<file path="config.mk">
export PLATFORM = sky130hd
export DESIGN_NAME = format_print_string_decimal_hex
export DESIGN_NICKNAME = d
export VERILOG_FILES = /design/src/hdl/fps_pkg.sv /design/src/hdl/fps_queue.sv /design/src/hdl/fps_front.sv /design/src/hdl/fps_back.sv /design/src/hdl/format_print_string_decimal_hex.sv
export SDC_FILE = /design/constraint.sdc
export NUM_CORES = 1
export LEC_CHECK = 0
export BUFFER_PORTS_ARGS = -buffer_cell sky130_fd_sc_hd__buf_2
export CAP_MARGIN = 0
export CORE_UTILIZATION = 50
export CTS_CLUSTER_DIAMETER = 100
export DETAILED_ROUTE_END_ITERATION = 6
export PLACE_DENSITY = 0.66
export SYNTH_ARGS = -nofsm -noshare
export SYNTH_HDL_FRONTEND = slang
export SYNTH_SLANG_ARGS = --single-unit
</file>
<file path="constraint.sdc">
create_clock -name clk -period 7.9 [get_ports clk]
set_input_delay 1.185 -clock clk [delete_from_list [all_inputs] [get_ports clk]]
set_output_delay 1.185 -clock clk [all_outputs]
set_load 0.1 [all_outputs]
</file>
<file path="src/hdl/fps_pkg.sv">
// Shared types, character codes and helper functions of the format printer.
package fps_pkg;

    localparam int ARG_WIDTH_DEFAULT = 32;
    localparam int QUEUE_DEPTH       = 4;
    localparam int COUNT_WIDTH       = 32;

    localparam logic [7:0] CH_PERCENT = 8'h25;
    localparam logic [7:0] CH_S_LOWER = 8'h73;
    localparam logic [7:0] CH_D_LOWER = 8'h64;
    localparam logic [7:0] CH_X_LOWER = 8'h78;
    localparam logic [7:0] CH_MINUS   = 8'h2D;
    localparam logic [7:0] CH_ZERO    = 8'h30;
    localparam logic [7:0] CH_A_LOWER = 8'h61;
    localparam logic [7:0] CH_LPAREN  = 8'h28;
    localparam logic [7:0] CH_N_LOWER = 8'h6E;
    localparam logic [7:0] CH_U_LOWER = 8'h75;
    localparam logic [7:0] CH_L_LOWER = 8'h6C;
    localparam logic [7:0] CH_RPAREN  = 8'h29;

    localparam logic [2:0] NULL_LAST_IDX = 3'd5;

    typedef enum logic [1:0] {
        OP_FMT_CHAR = 2'd0,
        OP_NUM_ARG  = 2'd1,
        OP_STR_CHAR = 2'd2,
        OP_END      = 2'd3
    } op_t;

    typedef enum logic [1:0] {
        KIND_NONE = 2'd0,
        KIND_STR  = 2'd1,
        KIND_DEC  = 2'd2,
        KIND_HEX  = 2'd3
    } kind_t;

    typedef enum logic [1:0] {
        CMD_CHAR = 2'd0,
        CMD_DEC  = 2'd1,
        CMD_HEX  = 2'd2,
        CMD_END  = 2'd3
    } cmd_kind_t;

    typedef struct packed {
        cmd_kind_t  kind;
        logic [7:0] ch;
        logic       with_null;
        logic       with_total;
    } cmd_ctl_t;

    typedef enum logic [2:0] {
        BK_IDLE,
        BK_CONVERT,
        BK_SIGN,
        BK_DIGITS,
        BK_NULL,
        BK_TOTAL
    } back_state_t;

    function automatic logic [7:0] hex_char(input logic [3:0] d);
        logic [7:0] r;
        if (d < 4'd10)
        begin
            r = CH_ZERO + {4'h0, d};
        end
        else
        begin
            r = CH_A_LOWER + {4'h0, d} - 8'd10;
        end
        return r;
    endfunction

    function automatic logic [7:0] null_char(input logic [2:0] idx);
        logic [7:0] r;
        unique case (idx)
            3'd0:    r = CH_LPAREN;
            3'd1:    r = CH_N_LOWER;
            3'd2:    r = CH_U_LOWER;
            3'd3:    r = CH_L_LOWER;
            3'd4:    r = CH_L_LOWER;
            default: r = CH_RPAREN;
        endcase
        return r;
    endfunction

endpackage

</file>
<file path="src/hdl/fps_queue.sv">
// Small register FIFO that carries commands from the front end to the back end.
module fps_queue #(
    parameter int WIDTH = 44,
    parameter int DEPTH = fps_pkg::QUEUE_DEPTH
) (
    input  logic             clk,
    input  logic             rst_n,
    input  logic             push,
    input  logic [WIDTH-1:0] push_data,
    output logic             full,
    input  logic             pop,
    output logic [WIDTH-1:0] pop_data,
    output logic             empty
);
    import fps_pkg::*;

    localparam int PTR_W = (DEPTH > 1) ? $clog2(DEPTH) : 1;
    localparam int CNT_W = $clog2(DEPTH + 1);

    logic [WIDTH-1:0] entries_reg [DEPTH];
    logic [PTR_W-1:0] wr_ptr_reg, wr_ptr_next;
    logic [PTR_W-1:0] rd_ptr_reg, rd_ptr_next;
    logic [CNT_W-1:0] count_reg, count_next;

    assign full     = (count_reg == CNT_W'(DEPTH));
    assign empty    = (count_reg == '0);
    assign pop_data = entries_reg[rd_ptr_reg];

    always_comb
    begin
        wr_ptr_next = wr_ptr_reg;
        rd_ptr_next = rd_ptr_reg;
        if (push)
        begin
            wr_ptr_next = (wr_ptr_reg == PTR_W'(DEPTH - 1)) ? '0 : wr_ptr_reg + 1'b1;
        end
        if (pop)
        begin
            rd_ptr_next = (rd_ptr_reg == PTR_W'(DEPTH - 1)) ? '0 : rd_ptr_reg + 1'b1;
        end
        count_next = count_reg + CNT_W'(push) - CNT_W'(pop);
    end

    always_ff @(posedge clk or negedge rst_n)
    begin
        if (!rst_n)
        begin
            wr_ptr_reg <= '0;
            rd_ptr_reg <= '0;
            count_reg  <= '0;
        end
        else
        begin
            wr_ptr_reg <= wr_ptr_next;
            rd_ptr_reg <= rd_ptr_next;
            count_reg  <= count_next;
        end
    end

    always_ff @(posedge clk)
    begin
        if (push)
        begin
            entries_reg[wr_ptr_reg] <= push_data;
        end
    end

endmodule

</file>
<file path="src/hdl/fps_front.sv">
// Front end: accepts input beats, tracks the format parser state and issues commands.
module fps_front #(
    parameter int ARG_WIDTH = fps_pkg::ARG_WIDTH_DEFAULT
) (
    input  logic                  clk,
    input  logic                  rst_n,
    input  logic                  in_valid,
    output logic                  in_stall,
    input  logic [1:0]            operation,
    input  logic [7:0]            character,
    input  logic [31:0]           number,
    input  logic                  string_is_null,
    input  logic                  format_done,
    input  logic                  q_full,
    output logic                  push,
    output fps_pkg::cmd_ctl_t     push_ctl,
    output logic [ARG_WIDTH-1:0]  push_value
);
    import fps_pkg::*;

    logic  percent_reg, percent_next;
    kind_t pending_reg, pending_next;
    logic  accept;
    op_t   op;
    logic [ARG_WIDTH+31:0] num_wide;

    assign in_stall   = q_full;
    assign accept     = in_valid && !q_full;
    assign op         = op_t'(operation);
    // Only the low ARG_WIDTH bits of the argument count; wider settings zero-extend.
    assign num_wide   = {{ARG_WIDTH{1'b0}}, number};
    assign push_value = num_wide[ARG_WIDTH-1:0];

    always_comb
    begin
        percent_next        = percent_reg;
        pending_next        = pending_reg;
        push                = 1'b0;
        push_ctl.kind       = CMD_CHAR;
        push_ctl.ch         = character;
        push_ctl.with_null  = 1'b0;
        push_ctl.with_total = 1'b0;
        if (accept)
        begin
            unique case (op)
                OP_FMT_CHAR:
                begin
                    pending_next = KIND_NONE;
                    if (percent_reg)
                    begin
                        percent_next = 1'b0;
                        priority if (character == CH_S_LOWER)
                            pending_next = KIND_STR;
                        else if (character == CH_D_LOWER)
                            pending_next = KIND_DEC;
                        else if (character == CH_X_LOWER)
                            pending_next = KIND_HEX;
                        else
                            pending_next = KIND_NONE;
                    end
                    else if (character == CH_PERCENT)
                    begin
                        percent_next = 1'b1;
                    end
                    else
                    begin
                        push = 1'b1;
                    end
                end
                OP_NUM_ARG:
                begin
                    if (pending_reg == KIND_DEC)
                    begin
                        push          = 1'b1;
                        push_ctl.kind = CMD_DEC;
                        pending_next  = KIND_NONE;
                    end
                    else if (pending_reg == KIND_HEX)
                    begin
                        push          = 1'b1;
                        push_ctl.kind = CMD_HEX;
                        pending_next  = KIND_NONE;
                    end
                end
                OP_STR_CHAR:
                begin
                    push = (pending_reg == KIND_STR);
                end
                OP_END:
                begin
                    push_ctl.kind       = CMD_END;
                    push_ctl.with_null  = (pending_reg == KIND_STR) && string_is_null;
                    push_ctl.with_total = format_done;
                    push = push_ctl.with_null || format_done;
                    if (pending_reg == KIND_STR)
                    begin
                        pending_next = KIND_NONE;
                    end
                    if (format_done)
                    begin
                        percent_next = 1'b0;
                        pending_next = KIND_NONE;
                    end
                end
                default:
                begin
                    push = 1'b0;
                end
            endcase
        end
    end

    always_ff @(posedge clk or negedge rst_n)
    begin
        if (!rst_n)
        begin
            percent_reg <= 1'b0;
            pending_reg <= KIND_NONE;
        end
        else
        begin
            percent_reg <= percent_next;
            pending_reg <= pending_next;
        end
    end

endmodule

</file>
<file path="src/hdl/fps_back.sv">
// Back end: executes commands, converts numbers digit by digit and drives the result beats.
module fps_back #(
    parameter int ARG_WIDTH = fps_pkg::ARG_WIDTH_DEFAULT,
    parameter int QW        = ARG_WIDTH + 12
) (
    input  logic                             clk,
    input  logic                             rst_n,
    input  logic                             q_empty,
    input  logic [QW-1:0]                    pop_data,
    output logic                             pop,
    output logic                             out_valid,
    input  logic                             out_stall,
    output logic [7:0]                       out_char,
    output logic                             is_total,
    output logic [fps_pkg::COUNT_WIDTH-1:0]  total_count,
    output logic                             last_of_run
);
    import fps_pkg::*;

    localparam int DEC_DIGITS = (ARG_WIDTH * 1233) / 4096 + 1;
    localparam int DIG_BITS   = DEC_DIGITS * 4;
    localparam int CNT_W      = $clog2(ARG_WIDTH + 1);

    back_state_t state_reg, state_next;
    cmd_ctl_t    ctl;
    logic [ARG_WIDTH-1:0] cmd_value, mag;
    logic [DIG_BITS+ARG_WIDTH-1:0] pad_value, dabble;

    logic [DEC_DIGITS-1:0][3:0] digs_reg, digs_next, adj;
    logic [ARG_WIDTH-1:0]       bin_reg, bin_next;
    logic [CNT_W-1:0]           cnt_reg, cnt_next;
    logic [2:0]                 idx_reg, idx_next;
    logic                       started_reg, started_next;
    logic                       neg_reg, neg_next;
    logic                       tot_reg, tot_next;
    logic [COUNT_WIDTH-1:0]     count_reg, count_next;

    logic       out_valid_reg, out_valid_next;
    logic [7:0] out_char_reg;
    logic       is_total_reg;
    logic [COUNT_WIDTH-1:0] total_reg;
    logic       last_reg;

    logic       adv, cnt_last, skip;
    logic       emit, emit_total, emit_last;
    logic [7:0] emit_char;

    assign ctl       = cmd_ctl_t'(pop_data[QW-1:ARG_WIDTH]);
    assign cmd_value = pop_data[ARG_WIDTH-1:0];
    assign mag       = cmd_value[ARG_WIDTH-1] ? (~cmd_value + 1'b1) : cmd_value;
    assign pad_value = {{DIG_BITS{1'b0}}, cmd_value};

    assign adv      = !out_valid_reg || !out_stall;
    assign cnt_last = (cnt_reg == CNT_W'(1));
    assign skip     = (digs_reg[DEC_DIGITS-1] == 4'h0) && !started_reg && !cnt_last;

    always_comb
    begin
        for (int i = 0; i < DEC_DIGITS; i++)
        begin
            adj[i] = (digs_reg[i] >= 4'd5) ? digs_reg[i] + 4'd3 : digs_reg[i];
        end
        dabble = {adj, bin_reg};
    end

    always_comb
    begin
        state_next = state_reg;
        unique case (state_reg)
            BK_IDLE:
            begin
                if (!q_empty)
                begin
                    unique case (ctl.kind)
                        CMD_CHAR: state_next = BK_IDLE;
                        CMD_DEC:  state_next = BK_CONVERT;
                        CMD_HEX:  state_next = BK_DIGITS;
                        CMD_END:  state_next = ctl.with_null ? BK_NULL : BK_TOTAL;
                        default:  state_next = BK_IDLE;
                    endcase
                end
            end
            BK_CONVERT:
            begin
                if (cnt_last)
                begin
                    state_next = neg_reg ? BK_SIGN : BK_DIGITS;
                end
            end
            BK_SIGN:
            begin
                if (adv)
                begin
                    state_next = BK_DIGITS;
                end
            end
            BK_DIGITS:
            begin
                if (!skip && adv && cnt_last)
                begin
                    state_next = BK_IDLE;
                end
            end
            BK_NULL:
            begin
                if (adv && idx_reg == NULL_LAST_IDX)
                begin
                    state_next = tot_reg ? BK_TOTAL : BK_IDLE;
                end
            end
            BK_TOTAL:
            begin
                if (adv)
                begin
                    state_next = BK_IDLE;
                end
            end
            default:
            begin
                state_next = BK_IDLE;
            end
        endcase
    end

    always_comb
    begin
        pop          = 1'b0;
        emit         = 1'b0;
        emit_total   = 1'b0;
        emit_last    = 1'b0;
        emit_char    = 8'h00;
        digs_next    = digs_reg;
        bin_next     = bin_reg;
        cnt_next     = cnt_reg;
        idx_next     = idx_reg;
        started_next = started_reg;
        neg_next     = neg_reg;
        tot_next     = tot_reg;
        unique case (state_reg)
            BK_IDLE:
            begin
                if (!q_empty)
                begin
                    unique case (ctl.kind)
                        CMD_CHAR:
                        begin
                            if (adv)
                            begin
                                pop       = 1'b1;
                                emit      = 1'b1;
                                emit_char = ctl.ch;
                                emit_last = 1'b1;
                            end
                        end
                        CMD_DEC:
                        begin
                            pop          = 1'b1;
                            neg_next     = cmd_value[ARG_WIDTH-1];
                            bin_next     = mag;
                            digs_next    = '0;
                            cnt_next     = CNT_W'(ARG_WIDTH);
                            started_next = 1'b0;
                        end
                        CMD_HEX:
                        begin
                            pop          = 1'b1;
                            neg_next     = 1'b0;
                            digs_next    = pad_value[DIG_BITS-1:0];
                            cnt_next     = CNT_W'(DEC_DIGITS);
                            started_next = 1'b0;
                        end
                        CMD_END:
                        begin
                            pop      = 1'b1;
                            idx_next = '0;
                            tot_next = ctl.with_total;
                        end
                        default:
                        begin
                            pop = 1'b0;
                        end
                    endcase
                end
            end
            BK_CONVERT:
            begin
                {digs_next, bin_next} = {dabble[DIG_BITS+ARG_WIDTH-2:0], 1'b0};
                cnt_next = cnt_last ? CNT_W'(DEC_DIGITS) : cnt_reg - 1'b1;
            end
            BK_SIGN:
            begin
                if (adv)
                begin
                    emit      = 1'b1;
                    emit_char = CH_MINUS;
                end
            end
            BK_DIGITS:
            begin
                if (skip)
                begin
                    digs_next = {digs_reg[DEC_DIGITS-2:0], 4'h0};
                    cnt_next  = cnt_reg - 1'b1;
                end
                else if (adv)
                begin
                    emit         = 1'b1;
                    emit_char    = hex_char(digs_reg[DEC_DIGITS-1]);
                    emit_last    = cnt_last;
                    started_next = 1'b1;
                    digs_next    = {digs_reg[DEC_DIGITS-2:0], 4'h0};
                    cnt_next     = cnt_reg - 1'b1;
                end
            end
            BK_NULL:
            begin
                if (adv)
                begin
                    emit      = 1'b1;
                    emit_char = null_char(idx_reg);
                    emit_last = (idx_reg == NULL_LAST_IDX) && !tot_reg;
                    idx_next  = idx_reg + 1'b1;
                end
            end
            BK_TOTAL:
            begin
                if (adv)
                begin
                    emit       = 1'b1;
                    emit_total = 1'b1;
                    emit_last  = 1'b1;
                end
            end
            default:
            begin
                emit = 1'b0;
            end
        endcase

        if (emit_total)
        begin
            count_next = '0;
        end
        else if (emit && count_reg != {COUNT_WIDTH{1'b1}})
        begin
            count_next = count_reg + 1'b1;
        end
        else
        begin
            count_next = count_reg;
        end

        if (emit)
        begin
            out_valid_next = 1'b1;
        end
        else
        begin
            out_valid_next = out_valid_reg && out_stall;
        end
    end

    always_ff @(posedge clk or negedge rst_n)
    begin
        if (!rst_n)
        begin
            state_reg     <= BK_IDLE;
            out_valid_reg <= 1'b0;
            count_reg     <= '0;
            cnt_reg       <= '0;
            idx_reg       <= '0;
            started_reg   <= 1'b0;
            neg_reg       <= 1'b0;
            tot_reg       <= 1'b0;
        end
        else
        begin
            state_reg     <= state_next;
            out_valid_reg <= out_valid_next;
            count_reg     <= count_next;
            cnt_reg       <= cnt_next;
            idx_reg       <= idx_next;
            started_reg   <= started_next;
            neg_reg       <= neg_next;
            tot_reg       <= tot_next;
        end
    end

    always_ff @(posedge clk)
    begin
        digs_reg <= digs_next;
        bin_reg  <= bin_next;
        if (emit)
        begin
            out_char_reg <= emit_total ? 8'h00 : emit_char;
            is_total_reg <= emit_total;
            total_reg    <= emit_total ? count_reg : '0;
            last_reg     <= emit_last;
        end
    end

    assign out_valid   = out_valid_reg;
    assign out_char    = out_char_reg;
    assign is_total    = is_total_reg;
    assign total_count = total_reg;
    assign last_of_run = last_reg;

endmodule

</file>
<file path="src/hdl/format_print_string_decimal_hex.sv">
// Top level of the printf-style format printer for %s, %d and %x.
//
// This block expands a printf-style format stream, one input beat per format
// character, argument or string character, into a stream of output character
// beats. Ordinary format characters are echoed; '%' followed by s, d or x waits
// for its argument. A numeric argument (the low ARG_WIDTH bits of number) is
// printed as signed decimal with a leading '-' and no leading zeros, or as
// lowercase hexadecimal. String characters are echoed while a %s is pending,
// and a string end flagged as null prints "(null)". A format end beat returns
// the saturating character count in a result with is_total set and clears the
// block. Every input beat that causes output marks its final output beat with
// last_of_run; beats that cause no output produce nothing. The front end
// accepts one input beat per cycle while its four-entry command queue has room,
// so input keeps flowing while the back end works on an earlier argument. The
// back end emits one character per cycle when the output is not stalled. An
// echoed character is emitted directly at dispatch. A decimal argument passes
// through dispatch, the shift-and-add-3 binary to BCD converter, the minus
// sign if negative and then a scan of the decimal digit positions (10 for
// ARG_WIDTH 32), with leading zeros skipped without output. A hexadecimal
// argument skips the converter and goes from dispatch to the same digit scan.
// A null string goes through dispatch and the six characters of "(null)",
// followed by the count when the format ends.
module format_print_string_decimal_hex #(
    parameter int ARG_WIDTH = fps_pkg::ARG_WIDTH_DEFAULT
) (
    input  logic                             clk,
    input  logic                             rst_n,
    input  logic                             in_valid,
    output logic                             in_stall,
    input  logic [1:0]                       operation,
    input  logic [7:0]                       character,
    input  logic [31:0]                      number,
    input  logic                             string_is_null,
    input  logic                             format_done,
    output logic                             out_valid,
    input  logic                             out_stall,
    output logic [7:0]                       out_char,
    output logic                             is_total,
    output logic [fps_pkg::COUNT_WIDTH-1:0]  total_count,
    output logic                             last_of_run
);
    import fps_pkg::*;

    // A queue entry holds the command control word and the argument value.
    localparam int QW = $bits(cmd_ctl_t) + ARG_WIDTH;

    logic                 q_full;
    logic                 q_empty;
    logic                 push;
    logic                 pop;
    cmd_ctl_t             push_ctl;
    logic [ARG_WIDTH-1:0] push_value;
    logic [QW-1:0]        push_data;
    logic [QW-1:0]        pop_data;

    assign push_data = {push_ctl, push_value};

    // The front end decodes the format stream and only issues a command for
    // beats that produce output.
    fps_front #(
        .ARG_WIDTH (ARG_WIDTH)
    ) u_front (
        .clk            (clk),
        .rst_n          (rst_n),
        .in_valid       (in_valid),
        .in_stall       (in_stall),
        .operation      (operation),
        .character      (character),
        .number         (number),
        .string_is_null (string_is_null),
        .format_done    (format_done),
        .q_full         (q_full),
        .push           (push),
        .push_ctl       (push_ctl),
        .push_value     (push_value)
    );

    fps_queue #(
        .WIDTH (QW),
        .DEPTH (QUEUE_DEPTH)
    ) u_queue (
        .clk       (clk),
        .rst_n     (rst_n),
        .push      (push),
        .push_data (push_data),
        .full      (q_full),
        .pop       (pop),
        .pop_data  (pop_data),
        .empty     (q_empty)
    );

    // The back end owns the character count, since only it knows when each
    // character actually leaves the block.
    fps_back #(
        .ARG_WIDTH (ARG_WIDTH),
        .QW        (QW)
    ) u_back (
        .clk         (clk),
        .rst_n       (rst_n),
        .q_empty     (q_empty),
        .pop_data    (pop_data),
        .pop         (pop),
        .out_valid   (out_valid),
        .out_stall   (out_stall),
        .out_char    (out_char),
        .is_total    (is_total),
        .total_count (total_count),
        .last_of_run (last_of_run)
    );

endmodule
</file>
Word level (Yosys, flattened, before mapping)
Memories as Yosys holds them, arrays and structs flattened.
Cells that the tools add are included.
{ "word_totals": {"regBits": 172, "ram_bits": 176, "inputBits": 48, "output_inout_bits": 44, "elab_cells": 255, "memories": 1} }
{ "memory_table": {"columns": ["name", "depth", "width", "rd", "rd_ports_with_merged_regs", "write_ports", "line", "text"], "rows": [
  ["u_queue.entries_reg", 4, 44, 1, 0, 1, "fps_queue.sv:20", "logic [WIDTH-1:0] entries_reg [DEPTH];"]
]} }
{ "op_classes": {"add_sub_neg": 21, "magnitude_cmp": 11, "eq_ne": 45, "n_mux": 101, "bitwise": 2, "reduce_logical": 46} }
{ "op_table": {"columns": ["cell", "count"], "rows": [
  ["2-to-1 mux 32 bit", 5],
  ["2-to-1 mux 40 bit", 3],
  ["case mux 40 bit (3 select lines)", 1],
  ["case mux 40 bit (2 select lines)", 1],
  ["adder 32 x 1 -> 32 bit, second input constant", 2],
  ["case mux 32 bit (2 select lines)", 1],
  ["2-to-1 mux 8 bit", 7],
  [">= comparator 4 x 3 -> 1 bit, second input constant", 10],
  ["adder 4 x 2 -> 4 bit, second input constant", 9],
  ["2-to-1 mux 4 bit", 9],
  ["2-to-1 mux 3 bit", 11],
  ["!= test 32 bit, second input constant", 1],
  ["inverter 32 bit", 1],
  ["case mux 8 bit (4 select lines)", 1],
  ["2-to-1 mux 2 bit", 15],
  ["2-to-1 mux 6 bit", 5],
  ["case mux 7 bit (4 select lines)", 1],
  ["2-to-1 mux 1 bit", 27],
  ["equality test 8 x 7 -> 1 bit, second input constant", 3],
  ["!= test 2 x 1 -> 1 bit, second input constant", 9],
  ["case mux 3 bit (6 select lines)", 1],
  ["case mux 6 bit (3 select lines)", 1],
  ["equality test 2 bit, second input constant", 8],
  ["equality test 3 bit, second input constant", 5],
  ["41 further kinds", 89]
]} }

Longest topological paths before layout
{ "logic_depth": {"ltp_word": 9, "ltp_mapped": 14, "mapped_depth_nobuf": 11} }

Hierarchy
A second synthesis with hierarchy kept.
{ "hier_totals": {"hier_cells": 1334, "hier_area_um2": 17200.2} }
{ "modules_own_cells": {"columns": ["module", "instances", "cells_per_inst", "area_each_um2", "seq_area_each_um2"], "rows": [
  ["fps_back", 1, 981, 9745.6, 4624.4],
  ["fps_queue", 1, 266, 6824.0, 5460.2],
  ["fps_front", 1, 87, 630.6, 75.1]
]} }

Worst setup path before layout
No wires, ideal clock.
{ "synth_path": {"kind": "flip-flop to flip-flop", "start": "register u_queue.count_reg[1]", "end": "memory u_queue.entries_reg[0][0] (enable)", "setup_time_ps": 459, "t_arrival_ps": 3806, "required_ps": 7441, "path_slack_ps": 3635, "path_stages_with_launch": 5, "n_path_buf": 0, "period_less_slack_ps": 4265, "cell_sequence": "dfrtp_1 -> nor3b_1 -> nand2b_1 -> a21oi_1 -> and2_1"} }
{ "synth_between": {"elab_chain_len": 6} }
{ "synth_rtl": {"columns": ["element", "line", "text"], "rows": [
  ["start, declared", "fps_queue.sv:23", "logic [CNT_W-1:0] count_reg, count_next;"],
  ["start signal, assigned", "fps_queue.sv:56", "count_reg <= count_next;"],
  ["equality test 3 bit", "fps_queue.sv:25", "assign full = (count_reg == CNT_W'(DEPTH));"],
  ["net in_stall", "format_print_string_decimal_hex.sv:29", "output logic in_stall,"],
  ["zero test 1 bit", "fps_front.sv:28", "assign accept = in_valid && !q_full;"],
  ["logical AND 1 bit", "fps_front.sv:28", null],
  ["2-to-1 mux 1 bit", "fps_front.sv:43", "if (accept)"],
  ["net push", "format_print_string_decimal_hex.sv:49", "logic push;"],
  ["2-to-1 mux 1 bit", "fps_queue.sv:62", "if (push)"],
  ["2-to-1 mux 1 bit (not written as such)", "fps_queue.sv:64", "entries_reg[wr_ptr_reg] <= push_data;"],
  ["end, declared", "fps_queue.sv:20", null]
]} }
The timed path passes the listed nets, and every way through them passes these cells.

Worst setup path in the final report
{ "layout_path": {"start": "register u_queue.rd_ptr_reg[0]", "end": "register u_back.bin_reg[27], data pin"} }
{ "layout_between": {"elab_chain_len": 7} }
{ "layout_rtl": {"columns": ["element", "line", "text"], "rows": [
  ["start, declared", "fps_queue.sv:22", "logic [PTR_W-1:0] rd_ptr_reg, rd_ptr_next;"],
  ["start signal, assigned", "fps_queue.sv:55", "rd_ptr_reg <= rd_ptr_next;"],
  ["memory read (4 x 44 bit) (*)", null, null],
  ["inverter 32 bit", "fps_back.sv:50", "assign mag = cmd_value[ARG_WIDTH-1] ? (~cmd_value + 1'b1) : cmd_value;"],
  ["adder 32 x 1 -> 32 bit", "fps_back.sv:50", null],
  ["2-to-1 mux 32 bit (*)", "fps_back.sv:50", null],
  ["2-to-1 mux 32 bit (*)", "fps_back.sv:144", "unique case (ctl.kind)"],
  ["2-to-1 mux 32 bit (*)", "fps_back.sv:142", "if (!q_empty)"],
  ["case mux 32 bit (2 select lines) (*)", "fps_back.sv:139", "unique case (state_reg)"],
  ["net u_back.bin_next[27]", "fps_back.sv:30", "logic [ARG_WIDTH-1:0] bin_reg, bin_next;"],
  ["end signal, assigned", "fps_back.sv:292", "bin_reg <= bin_next;"],
  ["end, declared", "fps_back.sv:30", null]
]} }
Mark *: on every way through the listed nets, which the timed path passes. The rest lies on a longest branch. The select of a mux whose other input is x is not followed.
A chain may end at the register's enable or synchronous reset.

==> flow_metrics.env <==
export IMPL_layout_core_utilization_pct=57.6
export IMPL_cell_type_with_the_highest_occurrence_count_on_the_critical_path="sky130_fd_sc_hd__nor3_1"
export IMPL_slowest_stage="sky130_fd_sc_hd__dfrtp_2"
export IMPL_io_buffers=91
export IMPL_status="finished clean"
export IMPL_cts_reportedPaths_clkPinSlew_ps=60
export IMPL_place_congestion=0.825
export IMPL_synth_top_family_by_area="simple AND/OR/NAND/NOR gates"
export IMPL_synthAdderAreaFrac_pct=3.23
export IMPL_crit_arrival_ps=4360
export IMPL_power_internal_mw=4.97
export IMPL_synthesis_area_um2=16500
export IMPL_antenna_left=0
export IMPL_clock_skew_ps=13.4
export IMPL_synthSimpleGateAreaFrac_pct=12.8
export IMPL_reg2reg_slack_ps=3800
export IMPL_cts_repair_timing_setup_buffer_count=0
export IMPL_cts_buffers=38
export IMPL_drt_iter0_drc=942
export IMPL_flip_flop_count_of_the_largest_register_after_layout=176
export IMPL_core_um2=32500
export IMPL_routedWlPerCell_um=17.5
export IMPL_pwr_density_cell_nw_per_um2=451
export IMPL_grt_first_pass_wirelength_um=53300
export IMPL_swShare_pct=41.2
export IMPL_grt_pass1_vias=10200
export IMPL_h_tree_lvls=2
export IMPL_synth_enable_flop_cells=290
export IMPL_clock_sinks=348
export IMPL_hold_end="u_back.neg_reg"
export IMPL_die_height_um=184
export IMPL_antenna_found_initial=1
export IMPL_total_power_mw=8.45
export IMPL_post_cts_resized=0
export IMPL_critPathTopFamily="simple AND/OR/NAND/NOR gates"
export IMPL_post_synth_cell_area_avg_um2=12.6
export IMPL_slew_limit_headroom_pct=19.4
export IMPL_worstSetupEndpointType="register"
export IMPL_wl_um=32700
export IMPL_grt_remaining_overflow=0
export IMPL_dp_hpwl_um=21200
export IMPL_finalMaxSlewViolations=0
export IMPL_gr_usage_total_pct=20.0
export IMPL_ios=92
export IMPL_max_slew_worst_pin_slew_ps=1200
export IMPL_rows=66
export IMPL_finalHoldViolCount=0
export IMPL_leakagePower_nw=6.90
export IMPL_initial_utilization_pct=50.8
export IMPL_totalNegativeSetupSlack_ps=0
export IMPL_max_cap_violations=0
export IMPL_post_synth_inst_count=1306
export IMPL_synth_yosys_warnings=0
export IMPL_switching_power_mw=3.48
export IMPL_design_die_area_um2=33800
export IMPL_cts_hold_buffers_added=0
export IMPL_timing_critical_path_slowest_cell_delay_ps=950
export IMPL_drt_pre_antenna_iters=5
export IMPL_layout_min_cycle_time_ps=4100
export IMPL_worstPathMaxFanout=30
export IMPL_area_sequential_um2=10200
export IMPL_share_of_the_synthesized_area_in_compound_gates_ao_oa_aoi_oai_pct=8.84
export IMPL_dr_total_vias=10400
export IMPL_p_seq_share_pct=36.2
export IMPL_achievable_freq_ghz=0.244
export IMPL_routed_via_density=5.59
export IMPL_cts_root_to_sink_buffers=3
export IMPL_min_delay_path_depth=2
export IMPL_worst_setup_path_start_kind="register"
export IMPL_die_w_um=184
export IMPL_clk_root_buffer_cell="sky130_fd_sc_hd__clkbuf_16"
export IMPL_drc=0
export IMPL_fin_worst_hold_slack_ps=482
export IMPL_clock_tree_from_tritoncts="yes"
export IMPL_synth_seq_area_share_pct=61.5
export IMPL_min_path_type="register to register"
export IMPL_vdd_ir_max_uv=325
export IMPL_number_of_nets_at_the_end_of_the_flow=1486
export IMPL_rsz_0062_raised_after_global_routing="false"
export IMPL_setup_viol_count_final=0
export IMPL_timing_critical_path_cells="buf_4 > mux4_1 > nor3_1 > nand4_1 > nor3_1 > or3_1 > a31oi_1"
export IMPL_final_layout_size_suffix_gt1_share_pct=17.0
export IMPL_synth_area_mux_share_pct=8.00
export IMPL_pin_count_of_the_biggest_net_entering_global_routing=80
export IMPL_place_ws_ps=3790
export IMPL_synth_net_count=1396
export IMPL_synth_ff_latch_count=348
export IMPL_worst_skew_pair_late_latency_ps=540
export IMPL_worst_slack_ps=3800
export IMPL_reg2reg_depth=7
export IMPL_area_delta_synth_final_pct=13.4
export IMPL_synth_cell_types=64
export IMPL_timing_rr_end="u_back.bin_reg[27]"
export IMPL_crit_buf_inv=1
export IMPL_pwr_share_clk_pct=21.6
export IMPL_synth_flop_cell="sky130_fd_sc_hd__edfxtp_1"
export IMPL_hold_path_startpoint="u_back.neg_reg"
export IMPL_fraction_of_synthesis_flops_using_an_asynchronous_set_or_reset_pin_pct=16.7
export IMPL_share_comb_of_total_power_pct=42.2
export IMPL_final_period_utilization_pct=51.9
export IMPL_multi_input_comb_area_um2=5960
export IMPL_crit_type="register to register"
export IMPL_worstReg2RegStart="u_queue.rd_ptr_reg[0]"
export IMPL_synthXorXnorAreaFrac_pct=3.02
export IMPL_worst_endpoint_required_ps=8160
export IMPL_n_fill_cell=2669
==> power by group through the flow <==
stage	Clock, mW	Combinational [mW]	Sequential [mW]
after floorplan	0	2.09	3.80
after global placement	0	3.51	3.09
after detailed placement	0	3.57	3.10
after CTS	1.86	3.58	3.07
after global routing	1.92	3.91	3.14
final	1.83	3.56	3.06
==> cells in the mapped netlist, types with 21 or more instances <==
cell                         n  area [µm²]
sky130_fd_sc_hd__a21oi_1    77         385
sky130_fd_sc_hd__and2_1     41         257
sky130_fd_sc_hd__clkbuf_1   46         173
sky130_fd_sc_hd__dfrtp_1    58        1450
sky130_fd_sc_hd__edfxtp_1  290        8710
sky130_fd_sc_hd__ha_1       41         513
sky130_fd_sc_hd__inv_1      48         180
sky130_fd_sc_hd__mux4_2     37         833
sky130_fd_sc_hd__nand2_1   127         477
sky130_fd_sc_hd__nand3_1    22         110
sky130_fd_sc_hd__nor2_1    121         454
sky130_fd_sc_hd__nor3_1     27         135
sky130_fd_sc_hd__o21ai_0    79         395
sky130_fd_sc_hd__xnor2_1    36         315
sky130_fd_sc_hd__xor2_1     21         184
==> per-layer routing <==
layer | vias to the layer above | part of all wire [%] | track usage [%]
met4 | 0 | 1.7 | 5.57
met1 | 5087 | 47 | 28.1
met3 | 41 | 4.9 | 3.33
met5 | - | 0 | 0
li1 | 5036 | - | -
met2 | 275 | 47 | 32.3
==> tightest hold or removal path: stages (launching register included) <==
cell	delay (ps)
sky130_fd_sc_hd__dfrtp_1	340
sky130_fd_sc_hd__nand2_1	50
sky130_fd_sc_hd__o31ai_1	60
==> through the flow <==
step                      cells  cell area [µm²]
final                      1866            18700
after floorplan            1306            16500
after global placement     1798            17500
after global routing       1865            18700
after CTS                  1865            18700
after detailed placement   1798            17500
==> cells by family (layout without fill, tap and decap cells) <==
| group | after synthesis | count (layout) |
|---|---|---|
| fa+ha+maj | 42 | 42 |
| other cells | 0 | 1 |
| simple gates | 438 | 438 |
| buf+inv | 108 | 225 |
| mux | 74 | 74 |
| flops | 348 | 348 |
| compound gates | 239 | 239 |
| xor+xnor | 57 | 57 |
==> worst max-delay path by stage <==
stage | start | end | slack (ps) | cells after the start
after floorplan | u_queue.count_reg[1] | u_queue.entries_reg[0][0] | 3640 | 4
after global placement | u_queue.rd_ptr_reg[0] | u_back.bin_reg[30] | 3840 | 6
after detailed placement | u_queue.rd_ptr_reg[0] | u_back.bin_reg[27] | 3790 | 7
after CTS | u_queue.rd_ptr_reg[0] | u_back.bin_reg[30] | 3780 | 6
after global routing | u_queue.rd_ptr_reg[0] | u_back.bin_reg[29] | 3440 | 7
final | u_queue.rd_ptr_reg[0] | u_back.bin_reg[27] | 3800 | 7
==> layout by cell type (no fill, tap or decap), types with 6 or more instances in the layout <==
master                      count
sky130_fd_sc_hd__edfxtp_1     290
sky130_fd_sc_hd__nand2_1      127
sky130_fd_sc_hd__nor2_1       120
sky130_fd_sc_hd__buf_2         91
sky130_fd_sc_hd__o21ai_0       79
sky130_fd_sc_hd__a21oi_1       77
sky130_fd_sc_hd__dfrtp_1       55
sky130_fd_sc_hd__inv_1         47
sky130_fd_sc_hd__ha_1          41
sky130_fd_sc_hd__clkbuf_16     38
sky130_fd_sc_hd__mux4_2        37
sky130_fd_sc_hd__and2_1        37
sky130_fd_sc_hd__xnor2_1       36
sky130_fd_sc_hd__nor3_1        27
sky130_fd_sc_hd__nand3_1       22
sky130_fd_sc_hd__xor2_1        21
sky130_fd_sc_hd__buf_4         19
sky130_fd_sc_hd__nor2b_1       18
sky130_fd_sc_hd__nand2b_1      16
sky130_fd_sc_hd__mux2_2        16
sky130_fd_sc_hd__mux2i_1       15
sky130_fd_sc_hd__a22o_1        15
sky130_fd_sc_hd__o31ai_1       15
sky130_fd_sc_hd__nor4_1        13
sky130_fd_sc_hd__nand4_1       12
sky130_fd_sc_hd__a31oi_1        9
sky130_fd_sc_hd__clkinv_1       8
sky130_fd_sc_hd__and3_1         7
sky130_fd_sc_hd__bufinv_16      7
sky130_fd_sc_hd__or3_1          6
sky130_fd_sc_hd__mux4_1         6
sky130_fd_sc_hd__clkbuf_1       6
==> cell type report <==
type / count / share of cell area (%)
flip-flops and latches: 348 / 54.2
multi-input cells: 850 / 31.8
clock buffers: 45 / 5.27
repair buffers: 110 / 3.19
well taps: 442 / 2.95
clock inverters: 22 / 1.58
inverters: 48 / 0.961
diodes: 1 / 0.0134
(Power assumes the default switching activity.)
